==> src/hw/rtl/lbrf_pkg.sv <==
// ----------------------------------------------------------------------------
// lbrf_pkg: shared types and constants for the lidar beam range filter
// Beam and result payloads, configuration set, register indexes, resets.
// ----------------------------------------------------------------------------
package lbrf_pkg;

  localparam int unsigned MM_W = 16;
  localparam int unsigned INT_W = 16;
  localparam int unsigned CFG_INDEX_W = 3;
  localparam int unsigned CFG_DATA_W = 16;

  // result queue; depth must be a power of two (pointers wrap naturally)
  localparam int unsigned QUEUE_DEPTH = 4;
  localparam int unsigned QPTR_W = $clog2(QUEUE_DEPTH);
  localparam int unsigned QCNT_W = $clog2(QUEUE_DEPTH + 1);

  localparam logic [MM_W-1:0] DELTA_THRESHOLD_RST = 16'd30;
  localparam logic [MM_W-1:0] HEAD_LIMIT_RST = 16'd300;
  localparam logic [MM_W-1:0] NEAR_LIMIT_RST = 16'd2000;
  localparam logic [INT_W-1:0] INTENSITY_FLOOR_RST = 16'd2000;
  localparam logic [MM_W-1:0] FAR_VALUE_RST = 16'd60000;

  typedef enum logic [CFG_INDEX_W-1:0] {
    REG_DELTA_THRESHOLD = 3'd0,
    REG_HEAD_LIMIT      = 3'd1,
    REG_NEAR_LIMIT      = 3'd2,
    REG_INTENSITY_FLOOR = 3'd3,
    REG_FAR_VALUE       = 3'd4
  } cfg_reg_t;

  typedef struct packed {
    logic [MM_W-1:0]  range_mm;
    logic [INT_W-1:0] intensity;
    logic             last_beam;
  } beam_t;

  typedef struct packed {
    logic [MM_W-1:0] filtered_mm;
    logic            scan_end;
  } result_t;

  typedef struct packed {
    logic [MM_W-1:0]  delta_threshold;
    logic [MM_W-1:0]  head_limit;
    logic [MM_W-1:0]  near_limit;
    logic [INT_W-1:0] intensity_floor;
    logic [MM_W-1:0]  far_value;
  } cfg_t;

endpackage

==> src/hw/rtl/lbrf_beam_rule.sv <==
// ----------------------------------------------------------------------------
// lbrf_beam_rule: range rules for one beam
// Head, weak and edge rules in order; later rules override earlier ones.
// ----------------------------------------------------------------------------
module lbrf_beam_rule
  import lbrf_pkg::*;
(
  input  cfg_t            cfg,
  input  logic [MM_W-1:0] range_mm,
  input  logic [INT_W-1:0] intensity,
  input  logic            check_edge,
  input  logic [MM_W-1:0] prev_mm,
  input  logic [MM_W-1:0] next_mm,
  output logic [MM_W-1:0] filtered_mm
);

  logic [MM_W-1:0] gap_prev;
  logic [MM_W-1:0] gap_next;
  logic            near;

  assign gap_prev = (range_mm > prev_mm) ? range_mm - prev_mm : prev_mm - range_mm;
  assign gap_next = (range_mm > next_mm) ? range_mm - next_mm : next_mm - range_mm;
  assign near = range_mm < cfg.near_limit;

  always_comb begin
    filtered_mm = range_mm;
    if (range_mm < cfg.head_limit) begin
      filtered_mm = '0;
    end
    if (intensity < cfg.intensity_floor && near) begin
      filtered_mm = cfg.far_value;
    end
    if (check_edge && near &&
        (gap_prev > cfg.delta_threshold || gap_next > cfg.delta_threshold)) begin
      filtered_mm = cfg.far_value;
    end
  end

endmodule

==> src/hw/rtl/lidar_beam_range_filter.sv <==
// ----------------------------------------------------------------------------
// lidar_beam_range_filter: planar lidar beam range filter, top level
// Three-beam window with head, weak-return and edge rules, queued results.
// ----------------------------------------------------------------------------
// The beam that completes a window (the held beam's next neighbour or, for the
//   last beam of a scan, the beam itself) waits in the input register, then its
//   results go to the result queue, the held beam's result first when there are two.
// Throughput: one beam per cycle while the result queue has room; a last beam
//   after a held beam pushes two results, which the single-read result queue hands out in turn.
// Reset (rst, synchronous, active high): no beam held, queue empty, registers at defaults.
module lidar_beam_range_filter
  import lbrf_pkg::*;
(
  input  logic                   clk,
  input  logic                   rst,
  // beam request channel
  input  logic                   beam_valid,
  output logic                   beam_ready,
  input  beam_t                  beam,
  // result request channel
  output logic                   result_valid,
  input  logic                   result_ready,
  output result_t                result,
  // configuration write port
  input  logic                   cfg_write,
  input  logic [CFG_INDEX_W-1:0] cfg_index,
  input  logic [CFG_DATA_W-1:0]  cfg_data
);

  // --------------------------------------------------------------------------
  // Configuration registers
  // --------------------------------------------------------------------------
  cfg_t cfg;

  always_ff @(posedge clk) begin
    if (rst) begin
      cfg.delta_threshold <= DELTA_THRESHOLD_RST;
      cfg.head_limit      <= HEAD_LIMIT_RST;
      cfg.near_limit      <= NEAR_LIMIT_RST;
      cfg.intensity_floor <= INTENSITY_FLOOR_RST;
      cfg.far_value       <= FAR_VALUE_RST;
    end else if (cfg_write) begin
      unique case (cfg_index)
        REG_DELTA_THRESHOLD: cfg.delta_threshold <= cfg_data;
        REG_HEAD_LIMIT:      cfg.head_limit      <= cfg_data;
        REG_NEAR_LIMIT:      cfg.near_limit      <= cfg_data;
        REG_INTENSITY_FLOOR: cfg.intensity_floor <= cfg_data;
        REG_FAR_VALUE:       cfg.far_value       <= cfg_data;
        default: ;  // unmapped index: write dropped
      endcase
    end
  end

  // --------------------------------------------------------------------------
  // Input register: the newest beam, waiting to be filtered against the window
  // --------------------------------------------------------------------------
  logic  s1_valid;
  beam_t s1;
  logic  s1_adv;

  assign beam_ready = !s1_valid || s1_adv;

  always_ff @(posedge clk) begin
    if (rst) begin
      s1_valid <= 1'b0;
    end else if (beam_ready) begin
      s1_valid <= beam_valid;
    end
  end

  always_ff @(posedge clk) begin
    if (beam_valid && beam_ready) begin
      s1 <= beam;
    end
  end

  // --------------------------------------------------------------------------
  // Beam window: held beam (waits for its next neighbour) and the one before
  // --------------------------------------------------------------------------
  logic [MM_W-1:0]  held_range;
  logic [INT_W-1:0] held_intensity;
  logic [MM_W-1:0]  before_range;
  logic             held_valid;
  logic             held_is_first;

  always_ff @(posedge clk) begin
    if (rst) begin
      held_range     <= '0;
      held_intensity <= '0;
      before_range   <= '0;
      held_valid     <= 1'b0;
      held_is_first  <= 1'b0;
    end else if (s1_adv) begin
      before_range   <= held_range;
      held_range     <= s1.range_mm;
      held_intensity <= s1.intensity;
      // a last beam closes the scan; otherwise it becomes the held beam
      held_valid     <= !s1.last_beam;
      held_is_first  <= !s1.last_beam && !held_valid;
    end
  end

  // held beam: edge rule unless it opened the scan; next neighbour is s1
  // new beam when last: no next neighbour, so never the edge rule
  logic [MM_W-1:0] held_mm;
  logic [MM_W-1:0] last_mm;

  lbrf_beam_rule u_held_rule (
    .cfg         (cfg),
    .range_mm    (held_range),
    .intensity   (held_intensity),
    .check_edge  (!held_is_first),
    .prev_mm     (before_range),
    .next_mm     (s1.range_mm),
    .filtered_mm (held_mm)
  );

  lbrf_beam_rule u_last_rule (
    .cfg         (cfg),
    .range_mm    (s1.range_mm),
    .intensity   (s1.intensity),
    .check_edge  (1'b0),
    .prev_mm     (held_range),
    .next_mm     ('0),
    .filtered_mm (last_mm)
  );

  // --------------------------------------------------------------------------
  // Result queue: up to two pushes, one pop per cycle
  // --------------------------------------------------------------------------
  result_t             queue [QUEUE_DEPTH];
  logic [QPTR_W-1:0]   wr_ptr;
  logic [QPTR_W-1:0]   rd_ptr;
  logic [QCNT_W-1:0]   count;
  logic [1:0]          push_n;
  logic                pop;
  result_t             slot0;
  result_t             slot1;
  logic [QCNT_W:0]     fill_after;

  // results caused by the beam in s1: the held beam first, then a last beam
  assign push_n = s1_valid ? ({1'b0, held_valid} + {1'b0, s1.last_beam}) : 2'd0;
  assign pop = result_valid && result_ready;
  assign fill_after = {1'b0, count} + {{(QCNT_W - 1){1'b0}}, push_n};
  assign s1_adv = s1_valid &&
                  (fill_after <= (QCNT_W + 1)'(QUEUE_DEPTH) + {{QCNT_W{1'b0}}, pop});

  assign slot1 = '{filtered_mm: last_mm, scan_end: 1'b1};
  assign slot0 = held_valid ? '{filtered_mm: held_mm, scan_end: 1'b0} : slot1;

  always_ff @(posedge clk) begin
    if (s1_adv && push_n != 2'd0) begin
      queue[wr_ptr] <= slot0;
    end
    if (s1_adv && push_n == 2'd2) begin
      queue[wr_ptr + QPTR_W'(1)] <= slot1;
    end
  end

  always_ff @(posedge clk) begin
    if (rst) begin
      wr_ptr <= '0;
      rd_ptr <= '0;
      count  <= '0;
    end else begin
      if (s1_adv) begin
        wr_ptr <= wr_ptr + QPTR_W'(push_n);
      end
      if (pop) begin
        rd_ptr <= rd_ptr + QPTR_W'(1);
      end
      count <= QCNT_W'(fill_after - (s1_adv ? '0 : {{(QCNT_W - 1){1'b0}}, push_n})
                       - {{QCNT_W{1'b0}}, pop});
    end
  end

  assign result_valid = count != '0;
  assign result = queue[rd_ptr];

`ifndef NO_ASSERTIONS
  a_queue_bound: assert property (@(posedge clk) disable iff (rst)
    count <= QCNT_W'(QUEUE_DEPTH))
    else $error("result queue overfilled");

  a_count_track: assert property (@(posedge clk) disable iff (rst)
    s1_adv && !pop |=> count == $past(count) + QCNT_W'($past(push_n)))
    else $error("queue count lost a push");

  a_scan_close: assert property (@(posedge clk) disable iff (rst)
    s1_adv && s1.last_beam |=> !held_valid && !held_is_first)
    else $error("beam still held after scan end");

  a_first_held: assert property (@(posedge clk) disable iff (rst)
    held_is_first |-> held_valid)
    else $error("first-beam mark without a held beam");
`endif

endmodule

==> config.mk <==
export PLATFORM = sky130hd
export DESIGN_NAME = lidar_beam_range_filter
export DESIGN_NICKNAME = d
export VERILOG_FILES = /design/src/hw/rtl/lbrf_pkg.sv /design/src/hw/rtl/lbrf_beam_rule.sv /design/src/hw/rtl/lidar_beam_range_filter.sv
export SDC_FILE = /design/constraint.sdc
export NUM_CORES = 1
export LEC_CHECK = 0
export BUFFER_PORTS_ARGS = -buffer_cell sky130_fd_sc_hd__buf_4
export CAP_MARGIN = 0
export CORE_MARGIN = 4
export CORE_UTILIZATION = 60
export DETAILED_ROUTE_END_ITERATION = 7
export PLACE_DENSITY = 0.78
export SLEW_MARGIN = 5
export SYNTH_ARGS = -nofsm -noshare
export SYNTH_HDL_FRONTEND = slang
export SYNTH_SLANG_ARGS = --single-unit
==> constraint.sdc <==
create_clock -name clk -period 7.2 [get_ports clk]
set_input_delay 0.36 -clock clk [delete_from_list [all_inputs] [get_ports clk]]
set_output_delay 0.36 -clock clk [all_outputs]
set_load 0.01 [all_outputs]
==> After elaboration in Yosys (flattened, before gate mapping) <==
Memory sizes are Yosys's and may differ from the RTL's. A register that Yosys moved wholly into a read port is not among the register bits.
Index checks and enable logic that the tools add are counted.
{ "word_totals": {"output_inout_bits": 19, "wordCells": 86, "mem_count": 1, "regBits": 171, "in_bits": 57, "mem_bits_rw": 68} }
{ "op_classes": {"eq_ne": 5, "n_reduce_logical": 24, "n_lt_le_gt_ge": 11, "n_mux": 16, "add_sub_neg": 12} }
{ "memory_table": {"columns": ["memory", "depth", "width", "read_ports", "rd_clocked_by_memory_dff", "write_ports", "line", "source"], "rows": [
  ["queue", 4, 17, 1, 1, 2, "lidar_beam_range_filter.sv:131", "result_t queue [QUEUE_DEPTH];"]
]} }
{ "ops": {"columns": ["operator", "n"], "rows": [
  ["two-way mux 16 bit", 7],
  ["less-than comparator 16 bit", 6],
  ["greater-than comparator 16 bit", 4],
  ["subtractor 16 bit", 4],
  ["two-way mux 17 bit", 1],
  ["logical AND 1 bit", 10],
  ["AND reduction 2 bit", 5],
  ["two-way mux 2 bit", 4],
  ["== test 3 x 2 -> 1 bit (second input constant)", 2],
  ["adder 2 x 1 -> 2 bit (second input constant)", 2],
  ["adder 3 x 1 -> 4 bit (first input constant)", 1],
  ["adder 3 x 2 -> 4 bit", 1],
  ["<= comparator 4 bit", 1],
  ["logical NOT 1 bit", 4],
  ["two-way mux 1 bit", 4],
  ["== test 3 x 1 -> 1 bit (second input constant)", 1],
  ["== test 3 bit (second input constant)", 1],
  ["logical NOT 3 bit", 1],
  ["nonzero test 3 bit", 1],
  ["subtractor 3 x 1 -> 3 bit", 1],
  ["subtractor 3 x 2 -> 3 bit", 1],
  ["adder 1 x 1 -> 2 bit", 1],
  ["adder 2 bit", 1],
  ["== test 2 bit (second input constant)", 1],
  ["2 further kinds", 3]
]} }

==> Logic depth before layout (Yosys ltp) <==
Gate-level depths: netlist (run 1).
{ "depth": {"word_depth": 8, "depth_mapped": 26, "mapped_depth_nobuf": 23} }

==> Hierarchy <==
Synthesis (run 1) repeated with hierarchy kept, for this count alone.
{ "hier_totals": {"cells_unflattened": 2375, "area_unflattened_um2": 20243.2} }
{ "modules_own_cells": {"columns": ["module", "cells_per_inst", "instances", "area_per_inst_um2", "seq_area_each_um2"], "rows": [
  ["lidar_beam_range_filter", 890, 1, 9414.0, 5795.6],
  ["lbrf_beam_rule (u_held_rule)", 747, 1, 5422.7, 0.0],
  ["lbrf_beam_rule (u_last_rule)", 738, 1, 5406.4, 0.0]
]} }

==> Least setup slack after synthesis (run 1) <==
No wires, ideal clock.
{ "synth_path": {"kind": "register to register", "startpoint": "register held_range[0]", "endpoint": "memory queue[2][6] in the netlist's numbering, data pin", "path_buffers": 3, "stages_incl_launch_ff": 26, "slack_ps": 2330, "period_less_slack_ps": 4870, "setup_ps": 283, "t_arrival_ps": 4588, "required_time_ps": 6917, "cell_sequence": "dfxtp_1 inv_1 ha_1 inv_1 fa_1 a21oi_1 o211ai_1 o41ai_2 o21ai_0 nand2b_1 o2bb2ai_2 buf_2 mux2i_1 xnor2_1 ha_1 a21o_1 a21o_1 a221oi_1 nor2_1 nor4_1 nor3_1 o311a_1 buf_4 buf_2 nand4_1 o221ai_1"} }
{ "synth_lines": {"columns": ["item", "line", "source"], "rows": [
  ["start, declared", "lidar_beam_range_filter.sv:80", "logic [MM_W-1:0] held_range;"],
  ["start signal, assigned", "lidar_beam_range_filter.sv:95", "held_range <= s1.range_mm;"],
  ["end, declared", "lidar_beam_range_filter.sv:131", null]
]} }

==> results of run 1 <==
[power by group through the flow]
stage	registers [mW]	clock network (mW)	logic (mW)
4_1_cts	1.57	1.43	1.49
3_5_place_dp	1.59	0	1.47
5_1_grt	1.58	1.49	1.67
2_1_floorplan	1.56	0	1.14
6_report	1.57	1.42	1.52
3_3_place_gp	1.59	0	1.44
[per-layer routing]
metal	global-route usage (%)	share of wire (%)	vias up
li1	-	-	6439
met1	44.8	41	6553
met2	50.0	45	772
met3	3.77	9.2	122
met4	12.7	4.8	0
met5	0	0	-
[sequential cells by signal (all words and copies together) (netlist names), named ones only]
register	flops
held_intensity	16
wr_ptr	2
before_range	16
cfg	80
queue	68
rd_ptr	2
held_range	16
s1	33
s1_valid	1
held_valid	1
count	3
held_is_first	1
[worst min-delay path, stage by stage]
cell     delay, ns
buf_4         0.08
a21oi_1       0.03
nor2_1        0.07
[path summary, 6_finish.rpt]
| path | endpoint | slack [ns] |
|---|---|---|
| worst min-delay path | s1_valid$_SDFFE_PP0N_ | 0.02 |
| worst min register to register | cfg[63]$_SDFFE_PP0P_ | 0.46 |
| worst max register to register | queue[1][14]$_DFFE_PP_ | 0.48 |
| worst max-delay path | queue[1][14]$_DFFE_PP_ | 0.48 |
[what timing repair did]
| item | CTS | global route |
|---|---|---|
| hold buffers | 33 | 0 |
| endpoints found under the hold margin | 33 | 0 |
| buffers inserted | 0 | 0 |
[cell families after synthesis]
logic type	count (synthesis)	share of synthesized area, %
buffers and inverters	233	6.15
flip-flops	241	36.5
XOR/XNOR	33	1.82
multiplexers	50	4.54
AO/OA/AOI/OAI	431	18.2
AND/OR/NAND/NOR	553	16.9
adder cells (fa/ha/maj)	197	15.8
[per-stage QoR]
stage	hold WS [ns]	power (mW)	worst slack, ns	util, %	area, sq um
global placement	0.441	3.03	0.946	63.6	16600
floorplan	0.431	2.70	2.33	-	15900
detailed placement	0.447	3.06	0.785	63.6	16600
global route	0.0489	4.73	0.200	68.4	17800
finish	0.0189	4.51	0.483	68.4	17800
CTS	0.00455	4.48	0.733	68.4	17800
[cell usage after synthesis, types with 3 or more instances]
| master | n |
|---|---|
| fa_1 | 7 |
| nor3_1 | 18 |
| nand4b_4 | 4 |
| dfxtp_1 | 144 |
| nand2_1 | 282 |
| nand4_1 | 81 |
| a2111oi_0 | 3 |
| o21ai_0 | 36 |
| buf_2 | 13 |
| o21ai_1 | 12 |
| or3_1 | 4 |
| o2111ai_1 | 3 |
| o211ai_1 | 6 |
| mux2_2 | 3 |
| mux2i_1 | 29 |
| o221ai_1 | 65 |
| a31oi_1 | 5 |
| and2_1 | 4 |
| and4_1 | 5 |
| xor2_1 | 12 |
| nand3_1 | 15 |
| a21oi_2 | 3 |
| inv_1 | 133 |
| xnor2_1 | 21 |
| ha_1 | 190 |
| a21o_1 | 46 |
| clkbuf_1 | 69 |
| mux4_2 | 17 |
| o21bai_1 | 5 |
| buf_4 | 10 |
| nor2b_1 | 21 |
| edfxtp_1 | 97 |
| a221oi_1 | 8 |
| and3_1 | 5 |
| buf_6 | 5 |
| o21a_1 | 5 |
| a211o_1 | 10 |
| a21oi_1 | 179 |
| nand2b_1 | 8 |
| nand3b_1 | 23 |
| nor2_1 | 68 |
| a211oi_1 | 17 |
[cell type report]
| type | instances | area, sq um | share of cell area [%] |
|---|---|---|---|
| tap | 335 | 419 | 2.35 |
| inverter | 133 | 499 | 2.80 |
| clock buffer | 36 | 762 | 4.28 |
| sequential | 241 | 5800 | 32.5 |
| clock inverter | 14 | 156 | 0.878 |
| multi-input combinational | 1264 | 9130 | 51.3 |
| timing repair buffer | 129 | 1050 | 5.90 |
==> impl_results.md, run 1 <==
- Final setup viols: 0
- Minimum clock period: between 6 and 7 ns
- Global-route wire length before repair: approximately 73000 um
- Initial DRC count: around 1800
- Critical path capture point type: flip-flop
- Largest net degree at the start of global routing: 99
- # nets final: roughly 2100
- Inst Count DP: 2069
- Syn nets: 1992
- Critical-path cell list: inv_1, ha_1, nand4_2, a2111oi_4, o21ai_2, a22oi_4, mux2i_1, o21ai_1, a311oi_2, o21ai_1, xor2_1, ha_1, nand4_1, nor3_1, a21oi_1, a221oi_1, o311a_2, buf_4, nand4_1, o221ai_1
- Post-CTS sizing: 0
- Gr ovfl total: 0
- Post-synth top area share: 18.3%
- Synth cell types: 82
- RR Startpoint: held_range[13]$_SDFFE_PP0P_
- 1st-pass router iterations: 8
- CP delay by family, top: compound AO/OA/AOI/OAI gates
- DIE WIDTH: around 170 um
- CTS Buf Count: 27
- Num Clock Sinks: roughly 240
- Drt drc: 0
- Area Overhead vs Synth: 12.1%
- Combinational share of power: 33.6%
- Initial Util: 61.0%
- Commonest non-fill, non-tap cell in the layout: nand2_1
- Worst ir drop on vdd: 0.229 mV
- Die area: just under 30000 sq um
- Sequential area share after synthesis: a little over a third
- Die height: 171 um
- Worst endpoint required time: 7.57 ns
- Core Footprint: between 20000 and 30000 sq um
- Sw Pwr: 1.56 mW
- Fillcell total: around 2000
- Power per cell area: between 200 and 300 nW/um^2
- Routability Congestion: 0.964
- Crit path largest cell delay: 0.79 ns
- Cell count after synthesis: 1738
- Port Buffers: 75
- Vias/cell: about 6.5
- GRT Total Usage: 31.7%
- CP Launch Point: held_range[13]$_SDFFE_PP0P_
- Max Root-Sink Buffers: 3
- Layout Cells excl Fill: 2152
- Mapped Area: 15900 sq um
- HP Class: in -> reg
- Tcrit/Tclk final: ~93%
- Crit path kind: reg -> reg
- H-tree depth: 1
- Reg power frac: between 30% and 40%
- Worst clock skew: approximately 0.012 ns
- Slew headroom: 14.5%
- Top post-synthesis cells by area: edfxtp_1, dfxtp_1, ha_1
- Worst R2R Path Depth: 20
- Vias in the first global route: 13400
- Min-Delay Startpoint: beam_valid
- Unrepaired setup endpoints after global routing: no
- Status: completed
- Worst Path Buf+Inv: 2
- Clock latency at the later pin of the worst-skew pair: 0.56 ns
- CTS root buffer: clkbuf_16
- ANT nets after route: 0
- Maximum achievable frequency: 149 MHz
- WL/cell: 21.6 um
- Aggregate routed wire length: 46600 um
- Share of cells above drive strength 1: 10.8%
- Synth async-reset ratio: 0%
- Post-DP HPWL: 32100 um
- Power share of the clock group: approximately a third
- Critical path launch point type: flip-flop
- MaxCap Viol Count: 0
- N_diodes: 0
- Syn Area/Cell: just over 9 sq um
- Worst slew pin tran: 1.28 ns
- Switch share: between 30% and 40%
- Min-Delay Path Depth: 3
- Worst-path clk slew: ~0.060 ns
- Pint: 2.95 mW
- TritonCTS clock tree: yes
- Setup TNS: 0 ns
- Flops & latches, synth: about 240
- EDFF count, synth: 97
- Final Hold Fails: 0
- Max-slew violation count: 0
- CP max FO: 64
- Top FF cell, synth: dfxtp_1
- I/O pin cnt: 76
- Via count: 13900
- Cell Rows: between 50 and 60
- Most frequent cells in the layout: nand2_1, ha_1, a21oi_1
- Initial antenna violation count: 0
- Pleak: 7.39 nW
- Critical path data arrival time: 7.08 ns
- Cell taking the most area after synthesis: edfxtp_1
- Critical path depth: 20
- Slowest cell on crit path: a22oi_4
- Ys Warns: 0
Note: power is estimated with default switching activity, not from simulation.
==> run 2, diff against run 1 <==
--- a/config.mk
+++ b/config.mk
@@ -5,7 +5,7 @@
 export SDC_FILE = /design/constraint.sdc
 export NUM_CORES = 1
 export LEC_CHECK = 0
-export BUFFER_PORTS_ARGS = -buffer_cell sky130_fd_sc_hd__buf_4
+export BUFFER_PORTS_ARGS = -buffer_cell sky130_fd_sc_hd__clkbuf_2
 export CAP_MARGIN = 0
 export CORE_MARGIN = 4
 export CORE_UTILIZATION = 60
==> impl_results.md, run 2 (same netlist as run 1, synthesis figures left out) <==
- Final WS setup: around 0.51 ns
- Worst R2R Path Depth: 20
- Critical path data arrival time: 7.06 ns
- Slew headroom: 25.3%
- Gr ovfl total: 0
- I/O pin cnt: 76
- Final setup viols: 0
- Critical path capture point type: flip-flop
- Clock latency at the later pin of the worst-skew pair: 0.56 ns
- WL/cell: about 22 um
- Biggest register: cfg
- Core Footprint: roughly 26000 sq um
- CP max FO: 64
- Max Root-Sink Buffers: 3
- Worst slew pin tran: 1.12 ns
- ANT nets after route: 0
- Num Clock Sinks: approximately 240
- Via count: 13900
- Pre-CTS WS: roughly 0.74 ns
- TritonCTS clock tree: yes
- Minimum clock period: 6.69 ns
- Inst Count DP: roughly 2100
- Unrepaired setup endpoints after global routing: no
- Worst-path clk slew: roughly 0.060 ns
- Cell Rows: between 50 and 60
- Setup bufs post-CTS: 0
- Hold_ws: 0.0178 ns
- Initial DRC count: roughly 1500
- Maximum achievable frequency: 149 MHz
- Worst ir drop on vdd: 0.214 mV
- MaxCap Viol Count: 0
- Vias in the first global route: between 10000 and 15000
- Biggest regs: cfg: 80 flops, queue: 68 flops, s1: 33 flops
- CTS Buf Count: 27
- Post-DP HPWL: 32300 um
- Setup TNS: 0 ns
- Min-Delay Path Depth: 1
- CTS root buffer: clkbuf_16
- Worst clock skew: 0.0147 ns
- GRT Total Usage: a little under a third
- Die height: 171 um
- Port Buffers: 75
- Share of cells above drive strength 1: 10.4%
- Tcrit/Tclk final: between 90% and 100%
- Status: completed
- Die area: 29100 sq um
- Routability Congestion: 1.00
- 1st-pass router iterations: 6
- N_diodes: 0
- Initial Util: ~61%
- Max reg flops: 80
- # nets final: 2048
- Power per cell area: 250 nW/um^2
- HP Class: in -> reg
- Crit path kind: reg -> reg
- H-tree depth: 1
- Area Overhead vs Synth: 10.3%
- Max-slew violation count: 0
- Aggregate routed wire length: 46800 um
- Layout Cells excl Fill: ~2100
- Critical path launch point type: flip-flop
- Worst endpoint required time: 7.56 ns
- Commonest non-fill, non-tap cell in the layout: nand2_1
- Global-route wire length before repair: 72500 um
- Largest net degree at the start of global routing: 73
- Most frequent cells in the layout: nand2_1, ha_1, a21oi_1
- DIE WIDTH: 171 um
- Final Hold Fails: 0
- Pleak: 7.28 nW
- Initial antenna violation count: 0
- Vias/cell: 6.48
- Drt drc: 0
[run 2: stage by stage]
| stage | cell area, sq um | power [mW] | utilization [%] |
|---|---|---|---|
| floorplan | 15900 | 2.70 | - |
| global placement | 16400 | 3.00 | 62.9 |
| detailed placement | 16400 | 3.04 | 62.9 |
| CTS | 17500 | 4.36 | 67.2 |
| global route | 17500 | 4.61 | 67.2 |
| finish | 17500 | 4.38 | 67.2 |
[run 2: cell type report]
cell class | instances | area (sq um)
multi-input cells | 1264 | 9140
clock inverters | 7 | 61.3
well taps | 335 | 419
fillers | 2092 | 8540
flip-flops and latches | 241 | 5800
inverters | 133 | 499
repair buffers | 127 | 848
clock buffers | 42 | 762
[run 2: power by group]
part	leakage, nW	internal [mW]	switching, mW
clock	0.404	0.733	0.579
sequential	2.02	1.50	0.0733
combinational	4.86	0.608	0.891
total	7.28	2.84	1.54
[run 2: timing repair]
action | 4_1_cts | 5_1_grt
hold buffers | 32 | 0
gates resized for setup | 0 | 0
endpoints found under the hold margin | 32 | 0
[run 2: path summary, 6_finish.rpt]
kind | start | end | slack (ns)
worst max register to register | held_range[12]$_SDFFE_PP0P_ | queue[2][2]$_DFFE_PP_ | 0.51
worst max-delay path | held_range[12]$_SDFFE_PP0P_ | queue[2][2]$_DFFE_PP_ | 0.51
worst min-delay path | beam[0] | s1[0]$_DFFE_PP_ | 0.02
worst min register to register | held_intensity[0]$_SDFFE_PP0P_ | held_intensity[0]$_SDFFE_PP0P_ | 0.45
[run 2: layer usage]
metal  share of wire [%]  global-route usage (%)
met5                   0                       0
met4                 5.4                    15.1
met3                 9.7                    4.71
met2                  43                    47.9
met1                  42                    43.9
[run 2: critical path, stage by stage, from the launching register on]
cell	delay [ns]
dfxtp_1	0.52
inv_1	0.22
ha_1	0.56
nand4_2	0.18
a2111oi_4	0.32
o21ai_2	0.12
a22oi_4	0.81
mux2i_1	0.34
o21ai_1	0.14
a311oi_2	0.43
o21ai_1	0.16
xor2_1	0.17
ha_1	0.31
nand4_1	0.15
nor3_1	0.27
a21oi_1	0.10
a221oi_1	0.47
o311a_2	0.29
buf_4	0.57
nand4_1	0.19
o221ai_1	0.15
==> run 3, diff against run 2 <==
--- a/config.mk
+++ b/config.mk
@@ -8,8 +8,9 @@
 export BUFFER_PORTS_ARGS = -buffer_cell sky130_fd_sc_hd__clkbuf_2
 export CAP_MARGIN = 0
 export CORE_MARGIN = 4
-export CORE_UTILIZATION = 60
+export CORE_UTILIZATION = 57
 export DETAILED_ROUTE_END_ITERATION = 7
+export HOLD_SLACK_MARGIN = 0.08
 export PLACE_DENSITY = 0.78
 export SLEW_MARGIN = 5
 export SYNTH_ARGS = -nofsm -noshare
==> constraint.sdc (replaced) <==
create_clock -name clk -period 5.47 [get_ports clk]
set_input_delay 0.2735 -clock clk [delete_from_list [all_inputs] [get_ports clk]]
set_output_delay 0.2735 -clock clk [all_outputs]
set_load 0.01 [all_outputs]
==> impl_results.md, run 3 (same netlist as run 1, synthesis figures left out) <==
- Status: completed
- Vias in the first global route: 13900
- Crit path largest cell delay: ~0.41 ns
- ANT nets after route: 0
- Tcrit/Tclk final: between 90% and 100%
- # nets final: 2127
- Crit path kind: reg -> reg
- Core Footprint: 27200 sq um
- Aggregate routed wire length: 49400 um
- Via count: 14100
- Critical path data arrival time: 5.57 ns
- H-tree depth: 1
- GRT Total Usage: between 30% and 40%
- Post-DP HPWL: 34600 um
- Port Buffers: 75
- Initial DRC count: 1729
- Initial antenna violation count: 0
- GRT met3 Usage: under 10%
- Slew headroom: between 30 and 40%
- Vias/cell: 6.23
- Max-slew violation count: 0
- Worst endpoint required time: 5.83 ns
- Worst-path clk slew: 0.06 ns
- Initial Util: 58.5%
- Critical-path cell list: inv_1, ha_1, inv_1, fa_1, a21oi_1, o211ai_1, o41ai_2, o21ai_0, nand2b_1, o2bb2ai_4, buf_4, mux2i_1, xor2_1, ha_1, nand4_1, inv_1, a221oi_1, nor2_1, nor4_1, nor3_1, o311a_4, nand4b_4, buf_12, o221ai_1
- Die height: roughly 170 um
- Drt drc: 0
- Slowest cell on crit path: o311a_4
- CTS Buf Count: 27
- Biggest register: cfg
- Critical path launch point type: flip-flop
- Die area: 30600 sq um
- M2 GR Usage: 49.8%
- Max Root-Sink Buffers: 3
- N_diodes: 0
- Worst clock skew: 0.0138 ns
- Maximum achievable frequency: 192 MHz
- Biggest regs: cfg: 80 flops, queue: 68 flops, s1: 33 flops
- Hold_ws: 0.114 ns
- DIE WIDTH: 175 um
- Num Clock Sinks: 241
- TritonCTS clock tree: yes
- Cell Rows: 60
- Min-Delay Path Depth: 3
- Critical path's most frequent cell: inv_1
- Final Hold Fails: 0
- Critical path capture point type: flip-flop
- Placed cell area: between 15000 and 20000 sq um
- Worst slew pin tran: approximately 1.0 ns
- Global-route wire length before repair: 77300 um
- WL/cell: 21.8 um
- Share of cells above drive strength 1: 15.0%
- Clock latency at the later pin of the worst-skew pair: 0.56 ns
- Min-Delay Startpoint: cfg_data[5]
- Worst R2R Path Depth: 24
- MaxCap Viol Count: 0
- Final instance area: 18400 sq um
- Commonest non-fill, non-tap cell in the layout: nand2_1
- Busiest layer in global routing: met2
- 1st-pass router iterations: 6
- Largest net degree at the start of global routing: 74
- Worst ir drop on vdd: approximately 0.28 mV
- Max reg flops: 80
- I/O pin cnt: 76
- GRT met1 Usage: 43.8%
- RR Startpoint: held_range[0]$_SDFFE_PP0P_
- Minimum clock period: 5.22 ns
- CP max FO: 16
- Power per cell area: approximately 330 nW/um^2
- Routability Congestion: 0.994
- HP Class: in -> reg
- Area Overhead vs Synth: 15.8%
- Reg2reg setup slack: 0.25 ns
- Final setup viols: 0
- Reg2reg end: queue[0][14]$_DFFE_PP_
- Hold path endpoint: cfg[37]$_SDFFE_PP0P_
- Most frequent cells in the layout: nand2_1, ha_1, a21oi_1
- CTS root buffer: clkbuf_16
- Gr ovfl total: 0
- CP Launch Point: held_range[0]$_SDFFE_PP0P_
- Pleak: 7.81 nW
==> run 3: cell types whose count changed in the layout (fill, tap and decap cells not counted), moves of 3 or more <==
cell | before | now
ha_2 | 0 | 8
buf_4 | 21 | 87
inv_6 | 3 | 0
buf_12 | 0 | 6
dlygate4sd3_1 | 32 | 39
clkbuf_1 | 12 | 2
ha_1 | 190 | 181
clkinv_2 | 3 | 12
==> run 3: timing repair <==
item                                    4_1_cts  5_1_grt
buffers inserted                              0        5
hold buffers                                 39        0
endpoints found under the hold margin        48        0
pin swaps                                     0        3
endpoints found under the setup margin        1       64
gates resized for setup                       1       18
==> run 3: cell type report <==
class / count / area (sq um)
Tap cell: 372 / 465
Timing Repair Buffer: 206 / 1530
Clock buffer: 34 / 752
Multi-Input combinational cell: 1264 / 9200
Sequential cell: 241 / 5800
Fill cell: 2128 / 8780
Clock inverter: 16 / 149
Inverter: 133 / 499
==> run 3: worst max path at each step <==
| stage | to |
|---|---|
| 3_5_place_dp | queue[0][12]$_DFFE_PP_ |
| 4_1_cts | queue[0][14]$_DFFE_PP_ |
| 2_1_floorplan | queue[2][6]$_DFFE_PP_ |
| 5_1_grt | queue[0][14]$_DFFE_PP_ |
| 6_report | queue[0][14]$_DFFE_PP_ |
| 3_3_place_gp | queue[0][15]$_DFFE_PP_ |
==> run 3: per-stage QoR <==
step | instances | power [mW] | setup TNS, ns | worst slack [ns] | util [%]
CTS | 2261 | 5.97 | 0 | 0.0405 | 67.1
floorplan | 1738 | 3.55 | 0 | 0.600 | -
detailed placement | 2172 | 4.12 | 0 | 0.0378 | 62.3
global placement | 2172 | 4.07 | 0 | 0.181 | 62.3
finish | 2266 | 6.05 | 0 | 0.254 | 67.7
global route | 2266 | 6.36 | -0.0431 | -0.0261 | 67.7
==> run 3: worst max-delay path, delay by kind of cell, from the launching register on <==
kind | cells | cell delay (ns)
flops | 1 | 0.31
compound gates | 8 | 1.93
fa+ha+maj | 3 | 0.85
xor+xnor | 1 | 0.19
buf+inv | 5 | 0.68
mux | 1 | 0.22
simple gates | 6 | 0.85
==> run 3: where the power goes <==
part	internal, mW	switching [mW]
Clock	1.07	0.773
Combinational	0.917	1.25
Sequential	1.97	0.0768
==> run 3: routing by layer <==
layer / share of wire (%) / wire length (um)
met5: 0 / 0
met4: 5.1 / 2510
met3: 9.2 / 4540
met2: 45 / 22000
met1: 41 / 20300
